**src/sv/aabb_frustum_cull_top_defines.svh**
```systemverilog
// -----------------------------------------------------------------------------
// Frustum cull assertion macros
// Shared property templates for the box culling pipeline checks.
// -----------------------------------------------------------------------------
`ifndef AABB_FRUSTUM_CULL_TOP_DEFINES_SVH
`define AABB_FRUSTUM_CULL_TOP_DEFINES_SVH

// same-cycle implication, off during reset
`define AFC_ASSERT_IMP(lbl, ck, rst_n, ante, cons) \
	lbl: assert property (@(posedge ck) disable iff (!(rst_n)) (ante) |-> (cons)) \
		else $error("aabb_frustum_cull: same-cycle check failed");

// next-cycle implication, off during reset
`define AFC_ASSERT_NEXT(lbl, ck, rst_n, ante, cons) \
	lbl: assert property (@(posedge ck) disable iff (!(rst_n)) (ante) |=> (cons)) \
		else $error("aabb_frustum_cull: next-cycle check failed");

`endif

```
**src/sv/aabb_fc_pkg.sv**
```systemverilog
// -----------------------------------------------------------------------------
// Frustum cull package
// Field widths, payload structs, codes and inter-stage types.
// -----------------------------------------------------------------------------
package aabb_fc_pkg;

	localparam int COORD_W  = 32;
	localparam int COMP_W   = 16;
	localparam int VEC_W    = 3 * COMP_W;
	localparam int TAN_W    = 16;
	localparam int CFG_W    = VEC_W;
	localparam int D_W      = COORD_W + 3;
	localparam int E_W      = COORD_W + 1;
	localparam int PD_W     = D_W + COMP_W;
	localparam int PE_W     = E_W + COMP_W + 1;
	localparam int CS_W     = PD_W + 2;
	localparam int RS_W     = PE_W + 2;
	localparam int TS_W     = CS_W + 1;
	localparam int MAG_W    = CS_W;
	localparam int SHIFT    = 14;
	localparam int PROD_W   = MAG_W + TAN_W;

	localparam logic [TAN_W-1:0] TAN_RESET = TAN_W'(16384);
	localparam logic signed [TS_W-1:0] NEAR_Q23 = TS_W'(64'sd98304);
	localparam logic signed [TS_W-1:0] FAR_Q23  = TS_W'(64'sd8388608000);

	typedef logic signed [COORD_W-1:0] coord_t;

	typedef struct packed {
		coord_t box_min_x;
		coord_t box_min_y;
		coord_t box_min_z;
		coord_t box_max_x;
		coord_t box_max_y;
		coord_t box_max_z;
	} box_t;

	typedef enum logic [2:0] {
		VERDICT_DEGENERATE = 3'd0,
		VERDICT_CAM_INSIDE = 3'd1,
		VERDICT_NEAR       = 3'd2,
		VERDICT_FAR        = 3'd3,
		VERDICT_HORIZONTAL = 3'd4,
		VERDICT_VERTICAL   = 3'd5,
		VERDICT_PASSED     = 3'd6
	} verdict_t;

	typedef struct packed {
		logic     visible;
		verdict_t verdict;
	} result_t;

	typedef enum logic [2:0] {
		CFG_CAM_POS_X = 3'd0,
		CFG_CAM_POS_Y = 3'd1,
		CFG_CAM_POS_Z = 3'd2,
		CFG_FORWARD   = 3'd3,
		CFG_RIGHT     = 3'd4,
		CFG_UP        = 3'd5,
		CFG_TAN_V     = 3'd6,
		CFG_TAN_H     = 3'd7
	} cfg_idx_t;

	typedef struct packed {
		logic same;
		logic cam_in;
	} flags_t;

	typedef struct packed {
		flags_t                flags;
		logic [2:0][D_W-1:0]   d;
		logic [2:0][E_W-1:0]   e;
	} prep_t;

	typedef struct packed {
		flags_t          flags;
		logic [CS_W-1:0] cf;
		logic [CS_W-1:0] cr;
		logic [CS_W-1:0] cu;
		logic [RS_W-1:0] rf;
		logic [RS_W-1:0] rr;
		logic [RS_W-1:0] ru;
	} proj_t;

	function automatic logic [COMP_W-1:0] abs_comp(input logic [COMP_W-1:0] c);
		return c[COMP_W-1] ? (~c + COMP_W'(1)) : c;
	endfunction

endpackage

```
**src/sv/aabb_fc_prep.sv**
```systemverilog
// -----------------------------------------------------------------------------
// Frustum cull prep stage
// Doubled center offset, extent and the degenerate / camera-inside flags.
// -----------------------------------------------------------------------------
module aabb_fc_prep (
	input  logic                  clk,
	input  logic                  arst_n,
	input  logic                  up_valid,
	output logic                  up_ready,
	input  aabb_fc_pkg::box_t     box,
	input  aabb_fc_pkg::coord_t   pos_x,
	input  aabb_fc_pkg::coord_t   pos_y,
	input  aabb_fc_pkg::coord_t   pos_z,
	output logic                  dn_valid,
	input  logic                  dn_ready,
	output aabb_fc_pkg::prep_t    dn
);

	aabb_fc_pkg::coord_t mn [3];
	aabb_fc_pkg::coord_t mx [3];
	aabb_fc_pkg::coord_t pos [3];
	aabb_fc_pkg::prep_t  nxt;
	aabb_fc_pkg::prep_t  data_s1;
	logic                v_s1;

	always_comb begin
		mn[0]  = box.box_min_x;
		mn[1]  = box.box_min_y;
		mn[2]  = box.box_min_z;
		mx[0]  = box.box_max_x;
		mx[1]  = box.box_max_y;
		mx[2]  = box.box_max_z;
		pos[0] = pos_x;
		pos[1] = pos_y;
		pos[2] = pos_z;
		nxt.flags.same   = 1'b1;
		nxt.flags.cam_in = 1'b1;
		for (int k = 0; k < 3; k++) begin
			nxt.d[k] = aabb_fc_pkg::D_W'(mn[k]) + aabb_fc_pkg::D_W'(mx[k])
				- (aabb_fc_pkg::D_W'(pos[k]) <<< 1);
			nxt.e[k] = aabb_fc_pkg::E_W'(mx[k]) - aabb_fc_pkg::E_W'(mn[k]);
			if (mn[k] != mx[k]) begin
				nxt.flags.same = 1'b0;
			end
			if (pos[k] < mn[k] || pos[k] > mx[k]) begin
				nxt.flags.cam_in = 1'b0;
			end
		end
	end

	assign up_ready = !v_s1 || dn_ready;

	always_ff @(posedge clk or negedge arst_n) begin
		if (!arst_n) begin
			v_s1 <= 1'b0;
		end else if (up_ready) begin
			v_s1 <= up_valid;
		end
	end

	always_ff @(posedge clk) begin
		if (up_ready && up_valid) begin
			data_s1 <= nxt;
		end
	end

	assign dn_valid = v_s1;
	assign dn       = data_s1;

endmodule

```
**config.mk**
```make
export PLATFORM = sky130hd
export DESIGN_NAME = aabb_fc_prep
export DESIGN_NICKNAME = d
export VERILOG_FILES = /design/src/sv/aabb_frustum_cull_top_defines.svh /design/src/sv/aabb_fc_pkg.sv /design/src/sv/aabb_fc_prep.sv
export SDC_FILE = /design/constraint.sdc
export NUM_CORES = 1
export LEC_CHECK = 0
export BUFFER_PORTS_ARGS = -buffer_cell sky130_fd_sc_hd__buf_2
export CAP_MARGIN = 20
export CORE_ASPECT_RATIO = 1.25
export CORE_UTILIZATION = 38
export DETAILED_ROUTE_END_ITERATION = 10
export GPL_ROUTABILITY_DRIVEN = 0
export GPL_TIMING_DRIVEN = 0
export PLACE_DENSITY = 0.61
export SYNTH_ARGS = -nofsm -noshare
export SYNTH_HDL_FRONTEND = slang
export SYNTH_SLANG_ARGS = --single-unit
```
**constraint.sdc**
```tcl
create_clock -name clk -period 11.95 [get_ports clk]
set_clock_uncertainty 0.1 [all_clocks]
set_input_delay 1.195 -clock clk [delete_from_list [all_inputs] [get_ports clk]]
set_output_delay 1.195 -clock clk [all_outputs]
set_load 0.005 [all_outputs]
```
==> results by stage <==
Outcome:
- The run finished with clean final reports.

Clocking:
- Clock latency on the worst-skew pair, taken at its later pin, is 0.56 ns.
- In this run, CTS created clock tree buffers numbering 27.
- CTS placed an instance of sky130_fd_sc_hd__clkbuf_16 at the clock tree root.
- The number of H-tree levels is 1.
- In this run the deepest clock path goes through 3 buffers.
- The number of hold buffers added after cts is 0.
- The total clock sinks is 201.
- The clock transition at the registers of the reported paths is 0.06 ns.
- Buffers added to address setup during post-CTS repair amount to 0.
- TritonCTS built the clock tree.
- The post-cts gate resize count is 0.

Route:
- The post-detailed-routing wire length is 76400 µm.
- The final routed DRC violation total is 0.
- The total vias in the final route is 20600.
- The final antenna-violating net count is 0.
- The first-iteration detailed-routing DRC count is 1135.
- After detailed routing, the average wire length per cell comes to 19.9 µm.
- The number of vias per cell after detailed routing is 5.39.
- The detailed-router iteration count before antenna repair is 5.

Floorplanning:
- The initial standard-cell utilization of the core is 38.6%.
- In this run the standard cell core region covers 59800 µm².
- The vertical extent of the die is 277 µm.
- The die covers 61700 µm².
- The die outline width is 222 µm.
- For this design the top-level I/O count stands at 500.
- The placement row count is 100.

Setup path:
- The most critical setup path has its endpoint at dn[131].
- For the worst setup path, the data required time is 12.16 ns.
- STA classifies the critical path startpoint as an input pin.
- The highest net fanout along the worst path is 4.
- The capture point of the worst reg-to-reg path is dn[161].
- At the worst endpoint, the arrival time is 4.72 ns.
- The worst flop-to-flop path startpoint is dn_valid.
- The start-to-end type of the worst setup path is in -> reg.
- STA classifies the critical path endpoint as a flop.
- The worst register-to-register path has a depth of 4.
- Tracing the worst setup path back leads to its startpoint at box[66].
- The worst setup slack for register-to-register paths is 9.73 ns.

Flow run:
- The max-cap check violation count is 0.

GRT:
- The global-route usage over all layers is 24.0%.
- The number of antenna violations at the first check in global routing is 25.
- The first global-routing pass estimated 115000 µm of wire.
- The via count of the first global-routing pass was 21200.
- The maximum number of pins on one net before global-route repair is 62.
- For this run the aggregate overflow at the end of global routing stands at 0.

Yosys:
- The synthesized netlist net count is 3274.
- The count of synthesis-stage warnings from yosys is 0.
- After technology mapping, the gate count stands at 2499.
- The synthesized netlist contains 84 unique library cells.
- The number of enable flip-flop cells after synthesis is 200.
- For this run, the register share of the synthesized area comes to 26.1%.
- After synthesis the cells add up to 23100 µm².
- The post-synthesis area per instance is 9.23 µm².
- The top flip-flop cell by instance count after synthesis is sky130_fd_sc_hd__edfxtp_1.
- After synthesis, the share of flip-flops with an asynchronous set or reset is 0.498%.
- The synthesized design contains 201 register bits.

Hold path:
- The type of the worst min-delay path is in -> async.

Cells and area:
- In the final layout, the share of cells above drive strength 1 is 19.0%.
- In the final design database the tool counted 3805 nets.
- The growth of design area from synthesis to finish is 19.3%.

STA:
- The peak clock frequency supported by timing is 222 MHz.
- The post-route setup TNS is 0 ns.
- The count of pins over their slew limit is 0.
- The number of setup violations in the final report is 0.
- The number of endpoints with negative hold slack in the final report was 0.
- The worst pin sits at a relative slew slack of 47.7%.
- The final critical path time including I/O delays and setup is 4.51 ns.
- The post-route fraction of the period consumed by the critical path is 37.7%.
- Setup repair after global routing left no endpoint under its margin.
- At the pin with the least slew margin, the transition time is 0.774 ns.
- Hold is met by 0.289 ns.

Power and ir drop:
- The cell area power density is 119 nW/µm².
- The analysis attributes to cell leakage a power of 14.0 nW.
- IR analysis of the VDD net gives a maximum drop of 0.0975 mV.

Place:
- Input and output buffers added on the ports amount to 499.
- The wire-length estimate of the detail-placed layout is 65600 µm.
area by class of cell:
class	count	area [µm²]
multi-input combinational	1833	15300
inverter	444	1670
clock buffer	35	726
sequential	201	6030
buffer	21	101
tap	765	957
clock inverter	15	164
timing repair buffer	502	2580
antenna	13	32.5
fill	5821	32300
metal layers:
metal  vias up  part of all wire (%)  GRT usage, %
met2       704                    50          44.4
met1      9798                    39          26.9
met5         -                  0.19             0
li1       9966                     -             -
met4        22                   3.1          8.28
met3       152                   6.9          5.33
report_power, final:
part | internal, mW | switching [mW] | total, mW | leakage [nW]
logic | 0.615 | 0.833 | 1.45 | 11.6
registers | 0.960 | 0.0360 | 0.996 | 1.92
clock network | 0.493 | 0.349 | 0.842 | 0.431
layout by cell type (no fill, tap or decap), types with 30 or more instances in the layout:
cell	instances
sky130_fd_sc_hd__buf_2	499
sky130_fd_sc_hd__xor2_1	55
sky130_fd_sc_hd__nand2_1	123
sky130_fd_sc_hd__nor2_1	120
sky130_fd_sc_hd__o21bai_1	30
sky130_fd_sc_hd__inv_1	444
sky130_fd_sc_hd__ha_1	384
sky130_fd_sc_hd__o21ai_0	85
sky130_fd_sc_hd__fa_1	99
sky130_fd_sc_hd__nand3_1	50
sky130_fd_sc_hd__nand4_1	50
sky130_fd_sc_hd__a21o_1	143
sky130_fd_sc_hd__xnor2_1	119
sky130_fd_sc_hd__a21oi_1	226
sky130_fd_sc_hd__edfxtp_1	200
logic make-up after synthesis:
logic type,after synthesis,synth area share [%]
compound gates,684,19.6
simple gates,488,10.4
fa+ha+maj,483,29.4
buf+inv,465,7.66
flops,201,26.1
xor+xnor,174,6.61
mux,4,0.179
stage by stage:
step | utilization, % | total power [mW] | instances | worst slack [ns] | cell area (µm²)
after global placement | 44.4 | 2.43 | 3763 | 2.80 | 26500
after global routing | 46.0 | 3.51 | 3823 | 7.35 | 27500
after floorplan | - | 1.97 | 2499 | 5.34 | 23100
after CTS | 46.0 | 3.32 | 3816 | 7.49 | 27500
after detailed placement | 44.5 | 2.44 | 3766 | 6.90 | 26600
final | 46.0 | 3.29 | 3829 | 7.44 | 27500
how the worst min path moves through the flow:
stage,start,end,slack (ns),depth (start not counted)
finish,arst_n,dn_valid,0.29,1
global route,arst_n,dn_valid,0.26,1
CTS,arst_n,dn_valid,0.25,1
detailed placement,dn_valid,dn_valid,0.42,2
global placement,dn_valid,dn_valid,0.40,2
floorplan,dn_valid,dn_valid,0.44,2
worst max-delay path, stage by stage:
cell and delay [ns]:
sky130_fd_sc_hd__buf_2 0.10, sky130_fd_sc_hd__inv_1 0.07, sky130_fd_sc_hd__fa_1 0.53, sky130_fd_sc_hd__inv_1 0.04, sky130_fd_sc_hd__ha_1 0.35, sky130_fd_sc_hd__nor2b_1 0.17
sky130_fd_sc_hd__o31a_1 0.28, sky130_fd_sc_hd__o22a_1 0.27, sky130_fd_sc_hd__a31oi_1 0.54, sky130_fd_sc_hd__o31ai_2 0.20, sky130_fd_sc_hd__a31oi_1 0.46, sky130_fd_sc_hd__a31o_2 0.28
sky130_fd_sc_hd__o21ai_1 0.09, sky130_fd_sc_hd__xor2_1 0.14
state kept, by name (all words and copies together), names as in the netlist:
signal    count
dn          200
dn_valid      1
synth_stat cells, drive strengths merged (55+ instances only):
library cell | instances | area share, %
nand2 | 123 | 2.0
nor2 | 120 | 2.0
fa | 99 | 8.6
ha | 384 | 21
inv | 444 | 7.2
o21ai | 93 | 2.0
xnor2 | 119 | 4.5
edfxtp | 200 | 26
a21o | 143 | 4.7
a21oi | 227 | 4.9
xor2 | 55 | 2.1
(Power assumes the default switching activity.)
